[src/rtl/core/mscg_pkg.sv]
// Shared types and constants for the multi-stop colour gradient unit.
// No dependencies.
`timescale 1ns / 1ps

package mscg_pkg;

    localparam int MAX_POINTS_DEF = 6;
    localparam int COUNT_W        = 3;
    localparam int INDEX_W        = 3;
    localparam int POINT_W        = 56;
    localparam int POS_W          = 32;
    localparam int COLOR_W        = 24;
    localparam int RATIO_W        = 16;

    localparam logic [INDEX_W-1:0] REG_POINT_COUNT = 3'd0;

    // Payload that rides alongside the divider
    typedef struct packed {
        logic               matched;
        logic [COLOR_W-1:0] ca;
        logic [COLOR_W-1:0] cb;
    } side_t;

endpackage

[src/rtl/core/mscg_blend.sv]
// Channel blend: weighted sum, then divide by 65280 and hold the output register.
// Depends on mscg_pkg.
`timescale 1ns / 1ps

module mscg_blend (
    input  logic                          clk,
    input  logic                          rst_n,
    input  logic                          en,
    input  logic                          in_valid,
    input  logic [mscg_pkg::RATIO_W-1:0]  ratio,
    input  mscg_pkg::side_t               side,
    output logic                          out_valid,
    output logic [mscg_pkg::COLOR_W-1:0]  color,
    output logic                          matched
);
    import mscg_pkg::*;

    localparam int CH = 3;

    logic               va_reg;
    logic [23:0]        num_reg [CH];
    logic               match_a_reg;
    logic               vb_reg;
    logic [COLOR_W-1:0] color_reg;
    logic               match_b_reg;

    logic [23:0]        num_next [CH];
    logic [7:0]         chan     [CH];

    always_comb
    begin
        for (int c = 0; c < CH; c++)
        begin
            logic [7:0]         a;
            logic [7:0]         b;
            logic signed [8:0]  delta;
            logic signed [25:0] prod;
            logic signed [26:0] total;
            a        = side.ca[8*c +: 8];
            b        = side.cb[8*c +: 8];
            delta    = $signed({1'b0, b}) - $signed({1'b0, a});
            prod     = $signed({1'b0, ratio}) * delta;
            total    = $signed({3'd0, a, 16'd0}) - $signed({11'd0, a, 8'd0})
                     + {prod[25], prod};
            // Result always sits between the two stop values, so it is positive
            num_next[c] = total[23:0];
        end
    end

    // x / 255 for x below 65535 as (x + 1 + x/256) / 256
    always_comb
    begin
        for (int c = 0; c < CH; c++)
        begin
            logic [16:0] x_sum;
            x_sum   = {1'b0, num_reg[c][23:8]} + 17'd1 + {9'd0, num_reg[c][23:16]};
            chan[c] = x_sum[15:8];
        end
    end

    always_ff @(posedge clk or negedge rst_n)
    begin
        if (!rst_n)
        begin
            va_reg <= 1'b0;
            vb_reg <= 1'b0;
        end
        else if (en)
        begin
            va_reg <= in_valid;
            vb_reg <= va_reg;
        end
    end

    always_ff @(posedge clk)
    begin
        if (en)
        begin
            for (int c = 0; c < CH; c++)
            begin
                num_reg[c] <= num_next[c];
            end
            match_a_reg <= side.matched;
            color_reg   <= {chan[2], chan[1], chan[0]};
            match_b_reg <= match_a_reg;
        end
    end

    assign out_valid = vb_reg;
    assign color     = color_reg;
    assign matched   = match_b_reg;

endmodule

[config.mk]
export PLATFORM = sky130hd
export DESIGN_NAME = mscg_blend
export DESIGN_NICKNAME = d
export VERILOG_FILES = /design/src/rtl/core/mscg_pkg.sv /design/src/rtl/core/mscg_blend.sv
export SDC_FILE = /design/constraint.sdc
export NUM_CORES = 1
export LEC_CHECK = 0
export BUFFER_PORTS_ARGS = -buffer_cell sky130_fd_sc_hd__buf_2
export CORE_ASPECT_RATIO = 1.5
export CORE_MARGIN = 2
export CORE_UTILIZATION = 40
export DETAILED_ROUTE_END_ITERATION = 8
export SLEW_MARGIN = 20
export SYNTH_ARGS = -nofsm -noshare
export SYNTH_HDL_FRONTEND = slang
export SYNTH_SLANG_ARGS = --single-unit
[constraint.sdc]
create_clock -name clk -period 3.2 [get_ports clk]
set_clock_uncertainty 0.15 [all_clocks]
set_input_delay 0.32 -clock clk [delete_from_list [all_inputs] [get_ports clk]]
set_output_delay 0.32 -clock clk [all_outputs]
set_load 0.05 [all_outputs]
# == After elaboration in Yosys (flattened, before gate mapping) ==
# Memories as Yosys holds them, arrays and structs flattened.
# Index checks and enable logic that the tools add are counted.
# word_totals
ff_bits,28
mem_bits_rw,72
in_bits,69
output_inout_bits,26
elab_cells,26
mem_count,1
# mem_list
name,words,width,rd,rd_clocked_by_memory_dff,wr,line_no,rtl
num_reg,3,24,3,0,3,mscg_blend.sv:21,logic [23:0] num_reg [CH];
# op_classes
add_sub_neg,15
multipliers,3
mux,2
# op_table
op,count
24-bit adder,3
17-bit by 9-bit multiplier with 24-bit output,3
24-bit by 16-bit subtractor with 24-bit output,3
"16-bit by 1-bit adder with 16-bit output, second input constant",3
16-bit by 8-bit adder with 16-bit output,3
8-bit by 8-bit subtractor with 9-bit output,3
1-bit two-way mux,2

# == Depth between registers and ports, before layout ==
# logic_depth
word_depth,3
depth_mapped,31
ltp_nobuf,30

# == Least setup slack after synthesis ==
# Ideal clock, no wire load.
# synth_path
kind,input-to-reg
start,in side[25] (netlist bit)
end,mem num_reg[0][23] (data pin)
setup_ns,0.264
t_arrival_ns,6.700
required_ns,2.786
setup_slack_ns,-3.914
stages,29
n_path_buf,1
path_cell_list,inv_1 ha_1 nor2b_1 o21ai_0 a21boi_0 o21ai_0 nand2b_1 a21o_1 a21oi_1 xnor2_1 clkbuf_1 nand2_1 fa_1 fa_1 inv_1 fa_1 fa_1 inv_1 fa_1 inv_1 ha_1 nand2_1 a21oi_2 a2111oi_4 a21oi_2 o41a_1 a41o_1 o41ai_2 xnor2_1
# synth_rtl
item,line_no,rtl
start: declaration,mscg_blend.sv:11,"input mscg_pkg::side_t side,"
end: declaration,mscg_blend.sv:21,

==> metrics <==
CP Capture Type flop; CTS Buf Count 9; Multi-input gate area roughly 15000 um2; fmax 0.154 GHz; Syn Nets between 2000 and 3000; via-per-instance ratio 4.87; CP startpoint side[25]; CTS tree yes; placed instance area about 22000 um2; via count between 10000 and 15000; gpl congestion 0.911; Max-Cap Viols 0; Skew-Pair Late Insertion Delay ~0.37 ns; Ant. Diodes 0; DIE AREA between 40000 and 50000 um2; max_slew headroom about half; Post-synth EDFFs 74; hold_sp in_valid; layout cells sized above 1 30.8%; Netlist cell types 49; global route hottest layer met2; Worst-path clk slew approximately 0.060 ns; Period Utilization, post-route 203%; crit path DAT roughly 6.5 ns; worst slew pin tran roughly 0.76 ns; max reg flops 48; hold depth 2; overall global routing resource usage 21.6%; startpoint types input pin; asr flop ratio synth around 2.6%; storage element area about 2300 um2; Die H about 270 um; initial antenna violation count 1; 1st-iter DRT viols 561; Fillers ~4000; Starting Density around two fifths; Synth area leader fa_1; Root Buffer clkbuf_16; Seq/Total Area, Yosys between 10% and 20%; R2R depth 10; Die Width about 180 um; Final WS setup -3.28 ns; vias in the first global route 16465; proportion of netlist area held by the largest area contributor 38.0%; post-DR wirelength/cell 16.8 um; IO Pins 95; clk buf depth 2; met1 global-route usage 22.0%; Syn Inst Count between 1500 and 2000; Max Slew Vio Count 0; Min Hold Slack 0.0407 ns; Mean Syn Cell Area around 9.4 um2; Site Rows 96; status complete, but fails checks; RR Endpoint color[23]; post-DP HPWL around 42 mm; worst hold path class input pin to flop; top cells by count, synth inv_1, fa_1, nand2_1; min Tclk post-route 6.48 ns; RSZ-0062 raised after global routing yes; WS Path Type input pin to flop; reg2reg start num_reg[0][65]; first-pass GRT wire length 81.1 mm; DR DRC count 0; Post-Route WL about 50 mm; crit path max fanout 7; Seq cells post-synth 76; Clock H-tree levels 3; Main synth FF type edfxtp_1; Routed Antenna Nets 0; grt met2 use a little over two fifths; Port Buffers 94; Yosys warnings 0; Area Overhead vs Synth 31.7%; Worst Path Required around 3.2 ns; Synth area leaders fa_1, ha_1, edfxtp_1; setup violators final 48; final hold vios 0; nets@finish about 3000; Syn Std Cell Area about 19000 um2; Clock Sinks 76; largest net degree at the start of global routing a little under 50; Reg2Reg Setup Slack 0.39 ns; Pre-antenna DRT Iters 5; GRT Residual Overflow 0; core area roughly 46000 um2; most frequent cell after synthesis inv_1; violated checks setup timing; hold endpoint va_reg; design area ~24000 um2; met3 Use GR 2.08%
==> through the flow <==
stage | setup WS, ns | cells | util [%] | TNS, ns
2_1_floorplan | -3.39 | 1974 | - | -136.48
3_3_place_gp | -3.77 | 2909 | 48.8 | -157.48
3_5_place_dp | -3.86 | 2909 | 48.8 | -161.44
4_1_cts | -3.27 | 2973 | 52.1 | -136.42
5_1_grt | -3.48 | 2994 | 53.3 | -147.87
6_report | -3.28 | 2994 | 53.3 | -137.58
==> worst max-delay path, cell delays in order <==
cell and delay (ns):
buf_12 0.11, inv_12 0.04, ha_4 0.18, nor2b_4 0.12, o21ai_2 0.14, a21boi_2 0.09, o21ai_1 0.14, nand2b_1 0.12
a21o_1 0.21, a21oi_4 0.19, xnor2_4 0.15, and2_4 0.19, fa_1 0.50, fa_1 0.54, fa_1 0.44, fa_1 0.51
inv_1 0.05, fa_1 0.49, inv_2 0.04, ha_4 0.21, o21a_1 0.18, o21a_1 0.20, a21o_2 0.20, o41a_1 0.40
a41o_1 0.25, o41ai_2 0.32, xnor2_1 0.11
==> cells by family (layout without fill, tap and decap cells) <==
logic type | count (synthesis) | after routing | share of synthesized area (%)
muxes | 2 | 2 | 0.122
xor gates and xnor gates | 94 | 94 | 4.45
adders and majority gates | 570 | 570 | 52.8
AOI/OAI and AO/OA | 124 | 124 | 4.70
buffers and inverters | 539 | 971 | 10.9
DFF | 76 | 76 | 12.3
and+or+nand+nor | 569 | 569 | 14.7
==> worst max path at each step <==
stage / to / slack, ns
after floorplan: num_reg[0][23] / -3.39
after global placement: num_reg[0][71] / -3.77
after detailed placement: num_reg[0][71] / -3.86
after CTS: num_reg[0][71] / -3.27
after global routing: num_reg[0][71] / -3.48
final: num_reg[0][23] / -3.28
==> repair_timing <==
item,CTS,global route
gates cloned,2,2
endpoints found under the hold margin,3,0
pin swaps,111,98
buffers inserted,46,28
endpoints found under the setup margin,48,48
hold buffers,2,0
resized for setup,169,96
==> placed cells by master, fill, tap and decap left out, types with 9 or more instances in the layout <==
| master | count |
|---|---|
| edfxtp_1 | 74 |
| nor3_1 | 9 |
| o21ai_2 | 11 |
| o21a_1 | 17 |
| nand2_1 | 238 |
| a21oi_2 | 24 |
| nor2_2 | 14 |
| ha_1 | 188 |
| buf_6 | 58 |
| buf_4 | 323 |
| or2_2 | 23 |
| clkbuf_16 | 9 |
| a21o_1 | 15 |
| xor2_1 | 23 |
| buf_2 | 83 |
| nand2b_1 | 57 |
| nor2_1 | 55 |
| nand3_1 | 12 |
| and2_1 | 51 |
| xnor2_1 | 51 |
| fa_2 | 14 |
| inv_2 | 25 |
| inv_1 | 440 |
| buf_12 | 14 |
| ha_4 | 27 |
| nor2b_1 | 43 |
| nand2_2 | 9 |
| fa_1 | 337 |
| and2_4 | 15 |
==> layer usage <==
layer / wire length (um) / up-vias / part of all wire (%)
met1: 17600 / 7367 / 35
met3: 1420 / 140 / 2.8
li1: - / 6775 / -
met2: 28100 / 306 / 56
met5: 0 / - / 0
met4: 3100 / 0 / 6.2
==> cell type report <==
| class | instances | area share (%) |
|---|---|---|
| Clock buffer | 9 | 0.924 |
| Tap cell | 588 | 3.02 |
| Timing Repair Buffer | 484 | 15.8 |
| Multi-Input combinational cell | 1359 | 63.2 |
| Clock inverter | 7 | 0.405 |
| Inverter | 471 | 7.35 |
| Sequential cell | 76 | 9.32 |
Power is left out: the tool's default activity adds up to more than one toggle a clock period on the data nets, which glitch-free logic cannot reach.
