File: config.mk
export PLATFORM = sky130hd
export DESIGN_NAME = mscg_divider
export DESIGN_NICKNAME = d
export VERILOG_FILES = /design/src/rtl/core/mscg_pkg.sv /design/src/rtl/core/mscg_divider.sv
export SDC_FILE = /design/constraint.sdc
export NUM_CORES = 2
export LEC_CHECK = 0
export ABC_AREA = 1
export ABC_CLOCK_PERIOD_IN_PS = 6000
export BUFFER_PORTS_ARGS = -buffer_cell sky130_fd_sc_hd__buf_2
export CORE_MARGIN = 1.5
export CORE_UTILIZATION = 59
export CTS_BUF_LIST = sky130_fd_sc_hd__clkbuf_8
export DETAILED_ROUTE_END_ITERATION = 8
export GPL_TIMING_DRIVEN = 0
export PLACE_DENSITY = 0.75
export REMOVE_ABC_BUFFERS = 1
export SYNTH_ARGS = -nofsm -noshare
export SYNTH_HDL_FRONTEND = slang
export SYNTH_SLANG_ARGS = --single-unit
File: constraint.sdc
create_clock -name clk -period 6 [get_ports clk]
set_input_delay 0.6 -clock clk [delete_from_list [all_inputs] [get_ports clk]]
set_output_delay 0.6 -clock clk [all_outputs]
set_load 0.01 [all_outputs]
File: src/rtl/core/mscg_pkg.sv
// Shared types and constants for the multi-stop colour gradient unit.
// No dependencies.
`timescale 1ns / 1ps

package mscg_pkg;

    localparam int MAX_POINTS_DEF = 6;
    localparam int COUNT_W        = 3;
    localparam int INDEX_W        = 3;
    localparam int POINT_W        = 56;
    localparam int POS_W          = 32;
    localparam int COLOR_W        = 24;
    localparam int RATIO_W        = 16;

    localparam logic [INDEX_W-1:0] REG_POINT_COUNT = 3'd0;

    // Payload that rides alongside the divider
    typedef struct packed {
        logic               matched;
        logic [COLOR_W-1:0] ca;
        logic [COLOR_W-1:0] cb;
    } side_t;

endpackage

File: src/rtl/core/mscg_divider.sv
// Pipelined restoring divider: ratio = offset * 65280 / span, one bit a stage.
// Depends on mscg_pkg.
`timescale 1ns / 1ps

module mscg_divider (
    input  logic                          clk,
    input  logic                          rst_n,
    input  logic                          en,
    input  logic                          in_valid,
    input  logic [mscg_pkg::POS_W-1:0]    offset,
    input  logic [mscg_pkg::POS_W-1:0]    span,
    input  mscg_pkg::side_t               side_in,
    output logic                          out_valid,
    output logic [mscg_pkg::RATIO_W-1:0]  ratio,
    output mscg_pkg::side_t               side_out
);
    import mscg_pkg::*;

    localparam int NUM_W = POS_W + RATIO_W;

    logic               v_reg    [RATIO_W+1];
    logic [POS_W-1:0]   rem_reg  [RATIO_W+1];
    logic [RATIO_W-1:0] low_reg  [RATIO_W+1];
    logic [RATIO_W-1:0] q_reg    [RATIO_W+1];
    logic [POS_W-1:0]   span_reg [RATIO_W+1];
    side_t              side_reg [RATIO_W+1];

    logic [NUM_W-1:0]   num;

    // offset * 65280 = offset * 2^16 - offset * 2^8
    assign num = {offset, {RATIO_W{1'b0}}} - {8'd0, offset, 8'd0};

    always_ff @(posedge clk or negedge rst_n)
    begin
        if (!rst_n)
        begin
            v_reg[0] <= 1'b0;
        end
        else if (en)
        begin
            v_reg[0] <= in_valid;
        end
    end

    always_ff @(posedge clk)
    begin
        if (en)
        begin
            rem_reg[0]  <= num[NUM_W-1:RATIO_W];
            low_reg[0]  <= num[RATIO_W-1:0];
            q_reg[0]    <= '0;
            span_reg[0] <= span;
            side_reg[0] <= side_in;
        end
    end

    for (genvar k = 0; k < RATIO_W; k++)
    begin : g_stage
        logic [POS_W:0] shifted;
        logic [POS_W:0] diff;
        logic           take;

        always_comb
        begin
            shifted = {rem_reg[k], low_reg[k][RATIO_W-1]};
            diff    = shifted - {1'b0, span_reg[k]};
            take    = shifted >= {1'b0, span_reg[k]};
        end

        always_ff @(posedge clk or negedge rst_n)
        begin
            if (!rst_n)
            begin
                v_reg[k+1] <= 1'b0;
            end
            else if (en)
            begin
                v_reg[k+1] <= v_reg[k];
            end
        end

        always_ff @(posedge clk)
        begin
            if (en)
            begin
                rem_reg[k+1]  <= take ? diff[POS_W-1:0] : shifted[POS_W-1:0];
                low_reg[k+1]  <= {low_reg[k][RATIO_W-2:0], 1'b0};
                q_reg[k+1]    <= {q_reg[k][RATIO_W-2:0], take};
                span_reg[k+1] <= span_reg[k];
                side_reg[k+1] <= side_reg[k];
            end
        end
    end

    // Equal positions give ratio zero
    assign out_valid = v_reg[RATIO_W];
    assign ratio     = (span_reg[RATIO_W] == '0) ? '0 : q_reg[RATIO_W];
    assign side_out  = side_reg[RATIO_W];

endmodule

* Word level (Yosys, flattened, before mapping)
Memory sizes are Yosys's and may differ from the RTL's.
Cells that the tools add are included.
** Word-level totals
- Register bits after elaboration :: 17
- Latch bits :: 0
- RAM bits :: 2465
- ROM bits :: 0
- Input bits :: 117
- Logic and storage cells :: 75
- Memories kept :: 5
** Memory list
- side_reg :: words 17, bits a word 49, rd ports 17, clocked after Yosys merged registers in 0, write ports 17, line mscg_divider.sv:26 : side_t side_reg [RATIO_W+1];
- rem_reg :: words 17, bits a word 32, rd ports 16, clocked after Yosys merged registers in 0, write ports 17, line mscg_divider.sv:22 : logic [POS_W-1:0] rem_reg [RATIO_W+1];
- span_reg :: words 17, bits a word 32, rd ports 17, clocked after Yosys merged registers in 0, write ports 17, line mscg_divider.sv:25 : logic [POS_W-1:0] span_reg [RATIO_W+1];
- low_reg :: words 17, bits a word 16, rd ports 16, clocked after Yosys merged registers in 0, write ports 17, line mscg_divider.sv:23 : logic [RATIO_W-1:0] low_reg [RATIO_W+1];
- q_reg :: words 17, bits a word 16, rd ports 17, clocked after Yosys merged registers in 0, write ports 17, line mscg_divider.sv:24 : logic [RATIO_W-1:0] q_reg [RATIO_W+1];
** Cells by class
- Add/subtract/negate cells :: 17
- Multipliers :: 0
- Divide/modulo/power cells :: 0
- $lt $le $gt $ge :: 16
- Equal/unequal tests :: 0
- Shifts and indexed selects :: 0
- Multiplexer cells :: 19
- Bitwise operators :: 0
- Reduce and logical (&&, ||, !) cells :: 1
** Operators by type and width (number)
- $ge 33x32->1 :: 16
- $mux 32 :: 16
- $sub 32x32->32 :: 16
- $sub 48x40->48 :: 1
- $logic_not 32->1 :: 1
- $mux 16 :: 1
- $mux 1 :: 2

* Logic depth before layout (Yosys ltp)
- Word-level depth :: 2
- Gate-level depth with buffers :: 16
- Mapped depth without buffers :: 15

* Worst setup path after synthesis
No wires, ideal clock.
- Kind :: input to register
- From :: in offset[12] in the netlist's numbering
- To :: mem rem_reg[0][21], data pin
- Library setup time :: 0.253 ns
- Arrival time :: 1.846 ns
- Slack :: 3.901 ns
- Stages on the path :: 8
- Path buffers :: 0
- Path through :: inv_1 > ha_1 > nand4_1 > or2_2 > o21ai_1 > nand3_1 > nand4_1 > nand2_1
** RTL lines
- start: declaration :: line mscg_divider.sv:10 : input logic [mscg_pkg::POS_W-1:0] offset,
- end: declaration :: line mscg_divider.sv:22

==> impl_metrics.ini <==
[setup_path]
worstSetupStartpointType = register
worstPathRequired_ns = 5.40
cp.arrival_ns = 4.01
r2r_start = rem_reg[0][299]
crit_end = ratio[6]
cp-end-kind = primary output
ff2ff_path_depth = 11
crit_type = register to primary output
worstPathMaxFanout = 16
r2r_end = rem_reg[0][345]
startpoint = span_reg[2][1]
r2r_slack_ns = 1.86

[synth]
ys_warn_count = 0
yosysTopAreaCell = edfxtp_1
yosysSeqAreaShare_pct = 55.89
synthDominantCellAreaShare_pct = 55.50
syn-mean-instance-area_um2 = 8.940
synthTopCellsByArea = edfxtp_1 56%, nand2_1 15%, inv_1 8.0%
synth.distinct_cells = 38
yosys_register_bits = 2078
synth_area_um2 = 111500
synthCells = 12472

[sta]
fin_skew_ns = 0.1045
rsz0062_at_grt = no
maxSlewHeadroom_pct = 8.584
worst_pin_slew_ns = 1.359
setup_violations = 0
finalHoldViolations = 0
fmax_ghz = 0.2168
fin_tns_setup_ns = 0
finalMaxSlewViolations = 0
setup_ws_ns = 1.387
finalCritPeriodShare_pct = 76.89
period_needed_ns = 4.613

[cts]
cts_tree = done
post_cts_resize_count = 0
cts-root-buf = clkbuf_8
clk_pin_slew_worst_paths_ns = 0.06
cts_hold_buffers = 101
htreeDepth = 5
clockBufferDepth = 4
cts_setup_buffers = 0
cts.sinks = 2078
worst_skew_pair.late_latency_ns = 1.11
numCtsBuffers = 349

[detailed_routing]
route.vias.total = 85626
drtPass1Iterations = 9
wire_per_inst_um = 21.91
dr.first_iter.drc_count = 8263
vias_per_cell = 5.453
finalWirelength_mm = 344.0
drtAntennaViolNets = 0
drc = 12

[run_status]
violations = design-rule violations
status = finished, violations left

[finish]
final_cell_area_um2 = 122500
drive_gt1_share_pct = 5.775
postLayoutCoreUtil_pct = 65.21
num-nets-final = 13601
syn2layout_area_growth_pct = 9.824
largest_reg_flops = 833

[floorplan]
core_area_um2 = 187800
dieWidth_um = 437.7
initial_core_util_pct = 59.37
ios = 183
die_area_um2 = 191600
fp.dieH_um = 437.7
rows = 159

[global_routing]
grt_overflow_total = 0
grt_pass1_vias = 83467
grt_antenna_before_repair = 18
grt_max_degree = 190
grt_usage_pct = 35.68
grt_pass1_wl_mm = 506.7

[min_path]
hp-class = input port to register
min-delay-start = offset[4]

[place]
dp_slack_ns = 1.707
hpwl_mm = 264.2
gp_congestion = 1.093
portBuffers = 182
postPlaceCellArea_um2 = 114800

[power]
power_per_cell_area_nw_per_um2 = 485.1
ir_drop_v = 0.0002855
p_leak_nw = 58.98

[run]
maxCapViolCount = 0
[layout by cell type, fill, tap and decap left out, drive strengths merged, types with 125 or more instances in the layout]
| cell type | count |
|---|---|
| clkinv | 125 |
| a21oi | 370 |
| xor2 | 206 |
| buf | 201 |
| inv | 2466 |
| ha | 536 |
| nor2 | 732 |
| nor3 | 156 |
| nand2 | 4397 |
| nand3b | 157 |
| edfxtp | 2061 |
| nand3 | 992 |
| clkbuf | 358 |
[report_power, final]
part / internal, W / switching, W
clock network: 0.00648 / 0.00581
logic: 0.00756 / 0.0183
registers: 0.0195 / 0.00176
total: 0.0336 / 0.0258
[Yosys cell counts, drive strengths merged]
master and count:
a21o 1, a21oi 370, and2 75, and3 2, buf 178, clkbuf 15
dfrtp 17, edfxtp 2061, fa 15, ha 536, inv 2369, mux2 1
nand2 4397, nand2b 2, nand3 992, nand3b 157, nand4 51, nor2 732
nor3 156, nor4 9, o211ai 1, o21a 2, o21ai 72, o21bai 20
o22ai 1, or2 8, xnor2 26, xor2 206
[worst max-delay path: stages, from the launching register on]
cell and delay (ns):
edfxtp_1 0.36, nor4_1 1.13, nand4_1 0.29, nor2_4 0.80, nor2_1 0.11, buf_2 0.21
[layer usage]
metal / global-route usage (%) / routed length, um / vias up
met5: 0 / 53 / -
met4: 26.16 / 28920 / 8
met3: 6.291 / 22850 / 1116
met2: 61.53 / 169200 / 3832
met1: 39.71 / 122900 / 39804
li1: - / - / 40866
[through the flow]
| stage | hold WS, ns | total power (W) | std cells |
|---|---|---|---|
| 5_1_grt | 0.06787 | 0.06277 | 15693 |
| 2_1_floorplan | 0.3044 | 0.03708 | 12279 |
| 4_1_cts | 0.007176 | 0.05878 | 15688 |
| 6_report | 0.07548 | 0.05940 | 15702 |
| 3_3_place_gp | 0.4002 | 0.04669 | 14956 |
| 3_5_place_dp | 0.4045 | 0.04644 | 14975 |
[cells by family after synthesis]
family / count (synthesis) / synth area share [%]
mux: 1 / 0.01010
simple gates: 6581 / 24.71
xor+xnor: 232 / 1.822
fa+ha+maj: 551 / 6.284
compound gates: 467 / 2.151
buf+inv: 2562 / 9.133
flops: 2078 / 55.89
[worst min path at each step]
stage	depth (start not counted)	to	slack, ns
3_5_place_dp	0	low_reg[0][45]	0.40
2_1_floorplan	0	out_valid	0.30
4_1_cts	3	low_reg[0][12]	0.007
5_1_grt	3	low_reg[0][12]	0.07
3_3_place_gp	0	side_reg[0][653]	0.40
6_report	3	low_reg[0][12]	0.08
[layout make-up]
cell class,instances,area [um2]
fillers,15058,65340
flip-flops and latches,2078,62310
multi-input cells,7832,39110
inverters,2369,8892
clock buffers,357,4913
well taps,2495,3122
repair buffers,303,2392
clock inverters,255,1684
diodes,13,32.53
Note: power is estimated with default switching activity, not from simulation.
