<file path="src/rtl/core/mscg_pkg.sv">
// Shared types and constants for the multi-stop colour gradient unit.
// No dependencies.
`timescale 1ns / 1ps

package mscg_pkg;

    localparam int MAX_POINTS_DEF = 6;
    localparam int COUNT_W        = 3;
    localparam int INDEX_W        = 3;
    localparam int POINT_W        = 56;
    localparam int POS_W          = 32;
    localparam int COLOR_W        = 24;
    localparam int RATIO_W        = 16;

    localparam logic [INDEX_W-1:0] REG_POINT_COUNT = 3'd0;

    // Payload that rides alongside the divider
    typedef struct packed {
        logic               matched;
        logic [COLOR_W-1:0] ca;
        logic [COLOR_W-1:0] cb;
    } side_t;

endpackage

</file>
<file path="src/rtl/core/mscg_seg_select.sv">
// Segment search: bound compares, then first-match selection and span.
// Depends on mscg_pkg.
`timescale 1ns / 1ps

module mscg_seg_select #(
    parameter int MAX_POINTS = mscg_pkg::MAX_POINTS_DEF
) (
    input  logic                                     clk,
    input  logic                                     rst_n,
    input  logic                                     en,
    input  logic                                     in_valid,
    input  logic signed [mscg_pkg::POS_W-1:0]        sample,
    input  logic [mscg_pkg::COUNT_W-1:0]             point_count,
    input  logic [MAX_POINTS-1:0][mscg_pkg::POINT_W-1:0] points,
    output logic                                     out_valid,
    output logic [mscg_pkg::POS_W-1:0]               offset,
    output logic [mscg_pkg::POS_W-1:0]               span,
    output mscg_pkg::side_t                          side
);
    import mscg_pkg::*;

    localparam int SEGS = MAX_POINTS - 1;

    logic                    v1_reg;
    logic signed [POS_W-1:0] sample_reg;
    logic [SEGS-1:0]         hit_reg;
    logic [SEGS-1:0]         hit_next;
    logic [COUNT_W-1:0]      n_sat;

    logic                    v2_reg;
    logic [POS_W-1:0]        dist_reg;
    logic [POS_W-1:0]        span_reg;
    side_t                   side_reg;

    logic signed [POS_W-1:0] p1_sel;
    logic signed [POS_W-1:0] p2_sel;
    logic [COLOR_W-1:0]      ca_sel;
    logic [COLOR_W-1:0]      cb_sel;
    logic                    found;
    logic signed [POS_W:0]   dist_wide;
    logic signed [POS_W:0]   span_wide;

    always_comb
    begin
        n_sat = (point_count > COUNT_W'(MAX_POINTS)) ? COUNT_W'(MAX_POINTS) : point_count;
        for (int i = 0; i < SEGS; i++)
        begin
            hit_next[i] = (n_sat > COUNT_W'(i + 1))
                && (sample >= $signed(points[i][POINT_W-1:COLOR_W]))
                && (sample <= $signed(points[i+1][POINT_W-1:COLOR_W]));
        end
    end

    // Walk from the top down so the lowest hit wins
    always_comb
    begin
        p1_sel = '0;
        p2_sel = '0;
        ca_sel = '0;
        cb_sel = '0;
        found  = 1'b0;
        for (int i = SEGS - 1; i >= 0; i--)
        begin
            if (hit_reg[i])
            begin
                p1_sel = $signed(points[i][POINT_W-1:COLOR_W]);
                p2_sel = $signed(points[i+1][POINT_W-1:COLOR_W]);
                ca_sel = points[i][COLOR_W-1:0];
                cb_sel = points[i+1][COLOR_W-1:0];
                found  = 1'b1;
            end
        end
        dist_wide = {sample_reg[POS_W-1], sample_reg} - {p1_sel[POS_W-1], p1_sel};
        span_wide = {p2_sel[POS_W-1], p2_sel} - {p1_sel[POS_W-1], p1_sel};
    end

    always_ff @(posedge clk or negedge rst_n)
    begin
        if (!rst_n)
        begin
            v1_reg <= 1'b0;
            v2_reg <= 1'b0;
        end
        else if (en)
        begin
            v1_reg <= in_valid;
            v2_reg <= v1_reg;
        end
    end

    always_ff @(posedge clk)
    begin
        if (en)
        begin
            sample_reg       <= sample;
            hit_reg          <= hit_next;
            dist_reg         <= found ? dist_wide[POS_W-1:0] : '0;
            span_reg         <= found ? span_wide[POS_W-1:0] : '0;
            side_reg.matched <= found;
            side_reg.ca      <= found ? ca_sel : '0;
            side_reg.cb      <= found ? cb_sel : '0;
        end
    end

    assign out_valid = v2_reg;
    assign offset    = dist_reg;
    assign span      = span_reg;
    assign side      = side_reg;

endmodule

</file>
<file path="config.mk">
export PLATFORM = sky130hd
export DESIGN_NAME = mscg_seg_select
export DESIGN_NICKNAME = d
export VERILOG_FILES = /design/src/rtl/core/mscg_pkg.sv /design/src/rtl/core/mscg_seg_select.sv
export SDC_FILE = /design/constraint.sdc
export NUM_CORES = 1
export LEC_CHECK = 0
export BUFFER_PORTS_ARGS = -buffer_cell sky130_fd_sc_hd__buf_4
export CELL_PAD_IN_SITES_DETAIL_PLACEMENT = 1
export CELL_PAD_IN_SITES_GLOBAL_PLACEMENT = 1
export CORE_UTILIZATION = 43
export CTS_BUF_LIST = sky130_fd_sc_hd__clkbuf_4 sky130_fd_sc_hd__clkbuf_8
export CTS_CLUSTER_DIAMETER = 60
export DETAILED_ROUTE_END_ITERATION = 10
export PLACE_DENSITY_LB_ADDON = 0.1
export REMOVE_ABC_BUFFERS = 1
export SLEW_MARGIN = 10
export SYNTH_ARGS = -nofsm -noshare
export SYNTH_HDL_FRONTEND = slang
export SYNTH_SLANG_ARGS = --single-unit
</file>
<file path="constraint.sdc">
create_clock -name clk -period 15.1 [get_ports clk]
set_input_delay 0 -clock clk [delete_from_list [all_inputs] [get_ports clk]]
set_output_delay 0 -clock clk [all_outputs]
set_load 0.005 [all_outputs]
</file>
---- After elaboration in Yosys (flattened, before gate mapping) ----
Index checks and enable logic that the tools add are counted.
word-level totals
  register bits ........................... 152
  input bits .............................. 375
  output and inout port bits .............. 114
  logic and storage cells ................. 63
operators by class
  add/subtract/negate cells ............... 2
  magnitude comparators ................... 16
  mux-type cells .......................... 26
  reduce and logical (&&, ||, !) cells .... 10
operator list
  kind                                                 count
  two-way mux 32 bit                                   10
  two-way mux 24 bit                                   10
  >= comparator 32 bit                                 5
  less-or-equal comparator 32 bit                      5
  subtractor 32 bit                                    2
  logical AND 1 bit                                    10
  > comparator 3 bit (second input constant)           3
  > comparator 3 x 2 -> 1 bit (second input constant)  2
  two-way mux 1 bit                                    5
  > comparator 3 x 1 -> 1 bit (second input constant)  1
  two-way mux 3 bit                                    1

---- Depth between registers and ports, before layout ----
  word-level depth ........................ 6
  gate-level depth with buffers ........... 24
  gate-level depth less buffers ........... 17

---- Worst setup path before layout ----
No wires, ideal clock.
  path kind ............................... reg-to-reg
  start ................................... reg hit_reg[0]
  end ..................................... reg span_reg[30] (netlist: span[30]), data pin
  setup time .............................. 260 ps
  arrival time ............................ 4766 ps
  required time ........................... 14840 ps
  setup slack ............................. 10074 ps
  stages on the path, launching flop included .. 23
  path buffers ............................ 9
  clock period less this slack ............ 5026 ps
  cell sequence ........................... edfxtp_1 -> buf_2 -> buf_2 -> buf_2 -> buf_4 -> clkbuf_1 -> buf_2 -> clkbuf_1 -> clkbuf_1 -> clkbuf_1 -> a21oi_1 -> ha_1 -> inv_1 -> ha_1 -> o21bai_1 -> a32oi_1 -> a211oi_2 -> a41oi_1 -> o21a_1 -> o41ai_2 -> a31oi_1 -> o21ai_1 -> mux2i_1
on the way
  cells in the longest elaborated chain, start to end .. 2
  elaborated cells on any way between the ends .. 4
ends and longest elaborated chain
  what                      RTL line               RTL
  start: declaration        mscg_seg_select.sv:26  logic [SEGS-1:0] hit_reg;
  start signal: assignment  mscg_seg_select.sv:96  hit_reg <= hit_next;
  two-way mux 32 bit        mscg_seg_select.sv:64  if (hit_reg[i])
  subtractor 32 bit         mscg_seg_select.sv:74  span_wide = {p2_sel[POS_W-1], p2_sel} - {p1_sel[POS_W-1], p1_sel};
  end signal: assignment    mscg_seg_select.sv:98  span_reg <= found ? span_wide[POS_W-1:0] : '0;
  end: declaration          mscg_seg_select.sv:32  logic [POS_W-1:0] span_reg;
Several ways; a longest one is shown, not always the timed one.
A chain may end at the register's enable or synchronous reset.

---- Worst setup path after layout ----
  start ................................... reg hit_reg[4]
  end ..................................... reg dist_reg[29] (netlist: offset[29]), data pin
on the way
  cells in the longest elaborated chain, start to end .. 6
  elaborated cells on any way between the ends .. 11
ends and longest elaborated chain
  what                             RTL line               RTL
  two-way mux 32 bit (5 in a row)  mscg_seg_select.sv:64
  subtractor 32 bit                mscg_seg_select.sv:73  dist_wide = {sample_reg[POS_W-1], sample_reg} - {p1_sel[POS_W-1], p1_sel};
  end signal: assignment           mscg_seg_select.sv:97  dist_reg <= found ? dist_wide[POS_W-1:0] : '0;
  end: declaration                 mscg_seg_select.sv:31  logic [POS_W-1:0] dist_reg;
Several ways; a longest one is shown, not always the timed one.

==> results.txt <==
- Summed over all failing endpoints, the final setup total negative slack is 0 ns.
- Clock slew at reported path FFs: 0.10 ns
- The path class of the tightest hold or removal check is in2reg.
* Share of synthesized flip-flops with an asynchronous set or reset: 1.316%
* Final setup margin: 9.019 ns
- Via count of the first global-routing pass: 20.62k
- CTS H-tree depth: 4
- Footprint of the flip-flops and latches: 4554 um^2
* Number of warning messages in the yosys log: 0
* Worst-margin pin slew: 1.241 ns
- After detailed routing, the number of vias per cell comes to 6.495.
- In this design, the largest share of critical-path delay is due to compound AO/OA/AOI/OAI gates.
- Number of instances in the synthesized netlist: 2007
- The first TritonRoute pass finished after 5 iterations.
- Layout net count: 3155
- The clock net in this run drives a total of 152 sinks.
* Clock latency at the later pin of the worst-skew pair: 0.55 ns
- TritonCTS built the clock tree.
* Final weighted congestion of routability-driven global placement: 0.9861
- Cell count after placement: 2912
- Adder-cell share of the synthesized area: 18.11%
- Detailed routing inserted a total of 20.08k vias.
- Final Routed Wirelength: 86900 um
- Timing would allow up to 164.4 MHz.
* Top fanout value on the critical path: 45
- In this run, synthesis inferred 150 flip-flops with an integrated enable.
* Hold_ws: 0.01763 ns
- IR analysis of the VDD net gives a maximum drop of 0.00006322 V.
* Worst Path Arrival: 6.35 ns
* Number of antenna violations at the first check in global routing: 14
- Number of I/O port buffers: 488
- On the critical path, the stage with the largest delay is an instance of nor2b_4.
- Multiplexer cells account for 0.6877% of the synthesized area.
- Sequential cells were found to cover 26.63% of the synthesized design area.
* Remaining number of nets flagged by the antenna check after routing: 0
- Once detailed placement completed, the half-perimeter wirelength came to 62830 um.
- For this run, the total global-route usage over all layers was measured as 41.49%.
- First-iteration detailed-routing DRC count: 1867
- The tool flagged a number of max-cap violations equal to 0.
* Compound-gate portion of the synthesized area: 29.01%
* Slew headroom: 17.29%
* Remaining routing DRC violations: 0
* Type of the worst setup path: reg2reg
- Fillers: 4605
* Min cycle time layout: 6.081 ns
- Multi-input gate area in the final layout: 11300 um^2
- Data required, critical path: 15.37 ns
- Post-CTS setup-driven buffer insertion count: 0
* Flip-flop and latch count after synthesis: 152
* Clock Skews: 0.02337 ns
* RSZ-0062 raised after global routing: no
- The signal on the critical path passes through nor2b_4, buf_4, buf_4, a221oi_1, o31ai_1, inv_1, xnor2_1, nor2_1, a31o_2, maj3_1, a21o_1, a31oi_1, o21ai_1, xnor2_1, nor2_1.
- Summing the areas of all xor and xnor instances in the mapped netlist gives 4.397% of the synthesized area.
- Core box area: 38920 um^2
- Post-synthesis to final-layout area growth: 33.55%
* Remaining global-route overflow: 0
* Flip-flop count of the largest register after layout: 49
* Top-level I/O count: 489
- In the final routed layout, each cell accounts on average for 28.11 um.
* Average size of a mapped cell: 8.522 um^2
- Entering global routing, the biggest net connects 236 pins.
- Final critical-path share of the clock period: 40.27%
- Final count of hold timing violations: 0
- Cell area after technology mapping: 17100 um^2
- For this run, the slowest stage of the critical path takes 0.70 ns.
- From left edge to right edge, the die measures 201.4 um.
* Non-filler instance count after layout: 3091
* Worst Setup End Kind: register
- Outcome: finished, final reports clean
- Clock tree synthesis inserted a total of 17 buffers.
* Slew Viols, Final: 0
- Top library cells by usage in the layout, fill and taps aside: buf_4, ha_1, inv_1, edfxtp_1, nand2_1
- Among all flip-flop cells after synthesis, the most frequent one is edfxtp_1.
- Leaving out fill and tap cells, the most frequent cell in the layout is buf_4.
* Dominant combinational cell family by area after synthesis: compound AO/OA/AOI/OAI gates
- The tree is rooted in a clkbuf_8.
- OpenSTA, run right after detailed placement, puts the worst setup slack at 9.369 ns.
* Clock Tree Buf Depth: 2
- Summed over all cells, the static leakage comes to 10.59 nW.
- Final setup violating endpoints: 0
* Die Area: 40580 um^2
- The initial utilization of the core area, before any placement, comes to 43.95%.
- The critical path contains buffers and inverters numbering 3 combined.
- The worst setup path is launched from a register.
- Share of synthesized cell area in and, or, nand and nor gates: 13.75%
* Rows: 72
- The first global-routing pass estimated 127200 um of wire.
- In the final layout, the share of cells above drive strength 1 is 22.42%.
- In this run the power density over the cells is 96.89 nW/um^2.
- Number of distinct library cell variants in the gate-level netlist after synthesis: 85
- The die is 201.4 um tall.
==> final timing paths <==
path,startpoint,to,slack [ns],depth (start not counted)
worst min-delay path,en,sample_reg[24]$_DFFE_PP_,0.02,1
worst max-delay path,hit_reg[4]$_DFFE_PP_,offset[29]$_SDFFCE_PN0P_,9.02,15
worst min register to register,out_valid$_DFFE_PN0P_,out_valid$_DFFE_PN0P_,0.52,1
worst max register to register,hit_reg[4]$_DFFE_PP_,offset[29]$_SDFFCE_PN0P_,9.02,15
max in group asynchronous,rst_n,out_valid$_DFFE_PN0P_,14.64,3
min in group asynchronous,rst_n,v1_reg$_DFFE_PN0P_,0.33,3
==> where the power goes <==
| part | internal [mW] | switching, mW |
|---|---|---|
| Combinational | 0.524 | 0.705 |
| Clock | 0.157 | 0.199 |
| Sequential | 0.586 | 0.0417 |
==> Yosys cell counts (all sizes together) (21+ instances only) <==
library cell	n	area share, %
edfxtp	150	26
a221oi	106	5.6
nor2b	37	1.4
xnor2	53	2.7
clkbuf	78	1.7
a21oi	124	3.7
o21ai	78	2.3
nor3	29	0.85
ha	233	17
nand4	49	1.8
xor2	32	1.7
a21o	73	3.2
inv	214	4.7
o21a	26	1.1
buf	33	0.99
o22ai	98	3.6
nor2	113	2.5
o31ai	78	3.4
nand2b	29	1.1
nand2	149	3.3
a31oi	21	0.77
==> kinds of logic (layout without fill, tap and decap cells) <==
group / after synthesis / count (layout)
buffers and inverters: 325 / 878
AO/OA/AOI/OAI: 701 / 701
other: 0 / 13
AND/OR/NAND/NOR: 482 / 482
flip-flops: 152 / 152
XOR/XNOR: 85 / 85
multiplexers: 11 / 11
adder cells (fa/ha/maj): 251 / 251
==> per-stage QoR <==
stage	area [um^2]	utilization (%)	power (mW)
2_1_floorplan	16640	-	1.264
3_3_place_gp	21060	54.12	1.728
3_5_place_dp	21060	54.12	1.759
4_1_cts	22810	58.61	2.152
5_1_grt	22830	58.66	2.304
6_report	22840	58.69	2.213
==> cell type report <==
type                    count  area share, %
clock inverters            12         0.6245
flip-flops and latches    152          19.94
multi-input cells        1530          49.47
repair buffers            632          22.31
inverters                 214          3.522
well taps                 518          2.838
diodes                     13         0.1424
clock buffers              20          1.150
==> per-layer routing <==
metal,up-vias,track usage (%),wire length (um)
met5,-,0,38
met4,6,26.87,5873
met3,289,7.515,7256
met2,1226,69.95,41020
met1,9856,48.36,32710
li1,8698,-,-
==> repair_timing <==
action,in CTS,in global routing
gates resized for setup,0,0
hold buffers,134,0
setup endpoints to repair,0,0
hold endpoints to repair,88,0
Note: power is estimated with default switching activity, not from simulation.
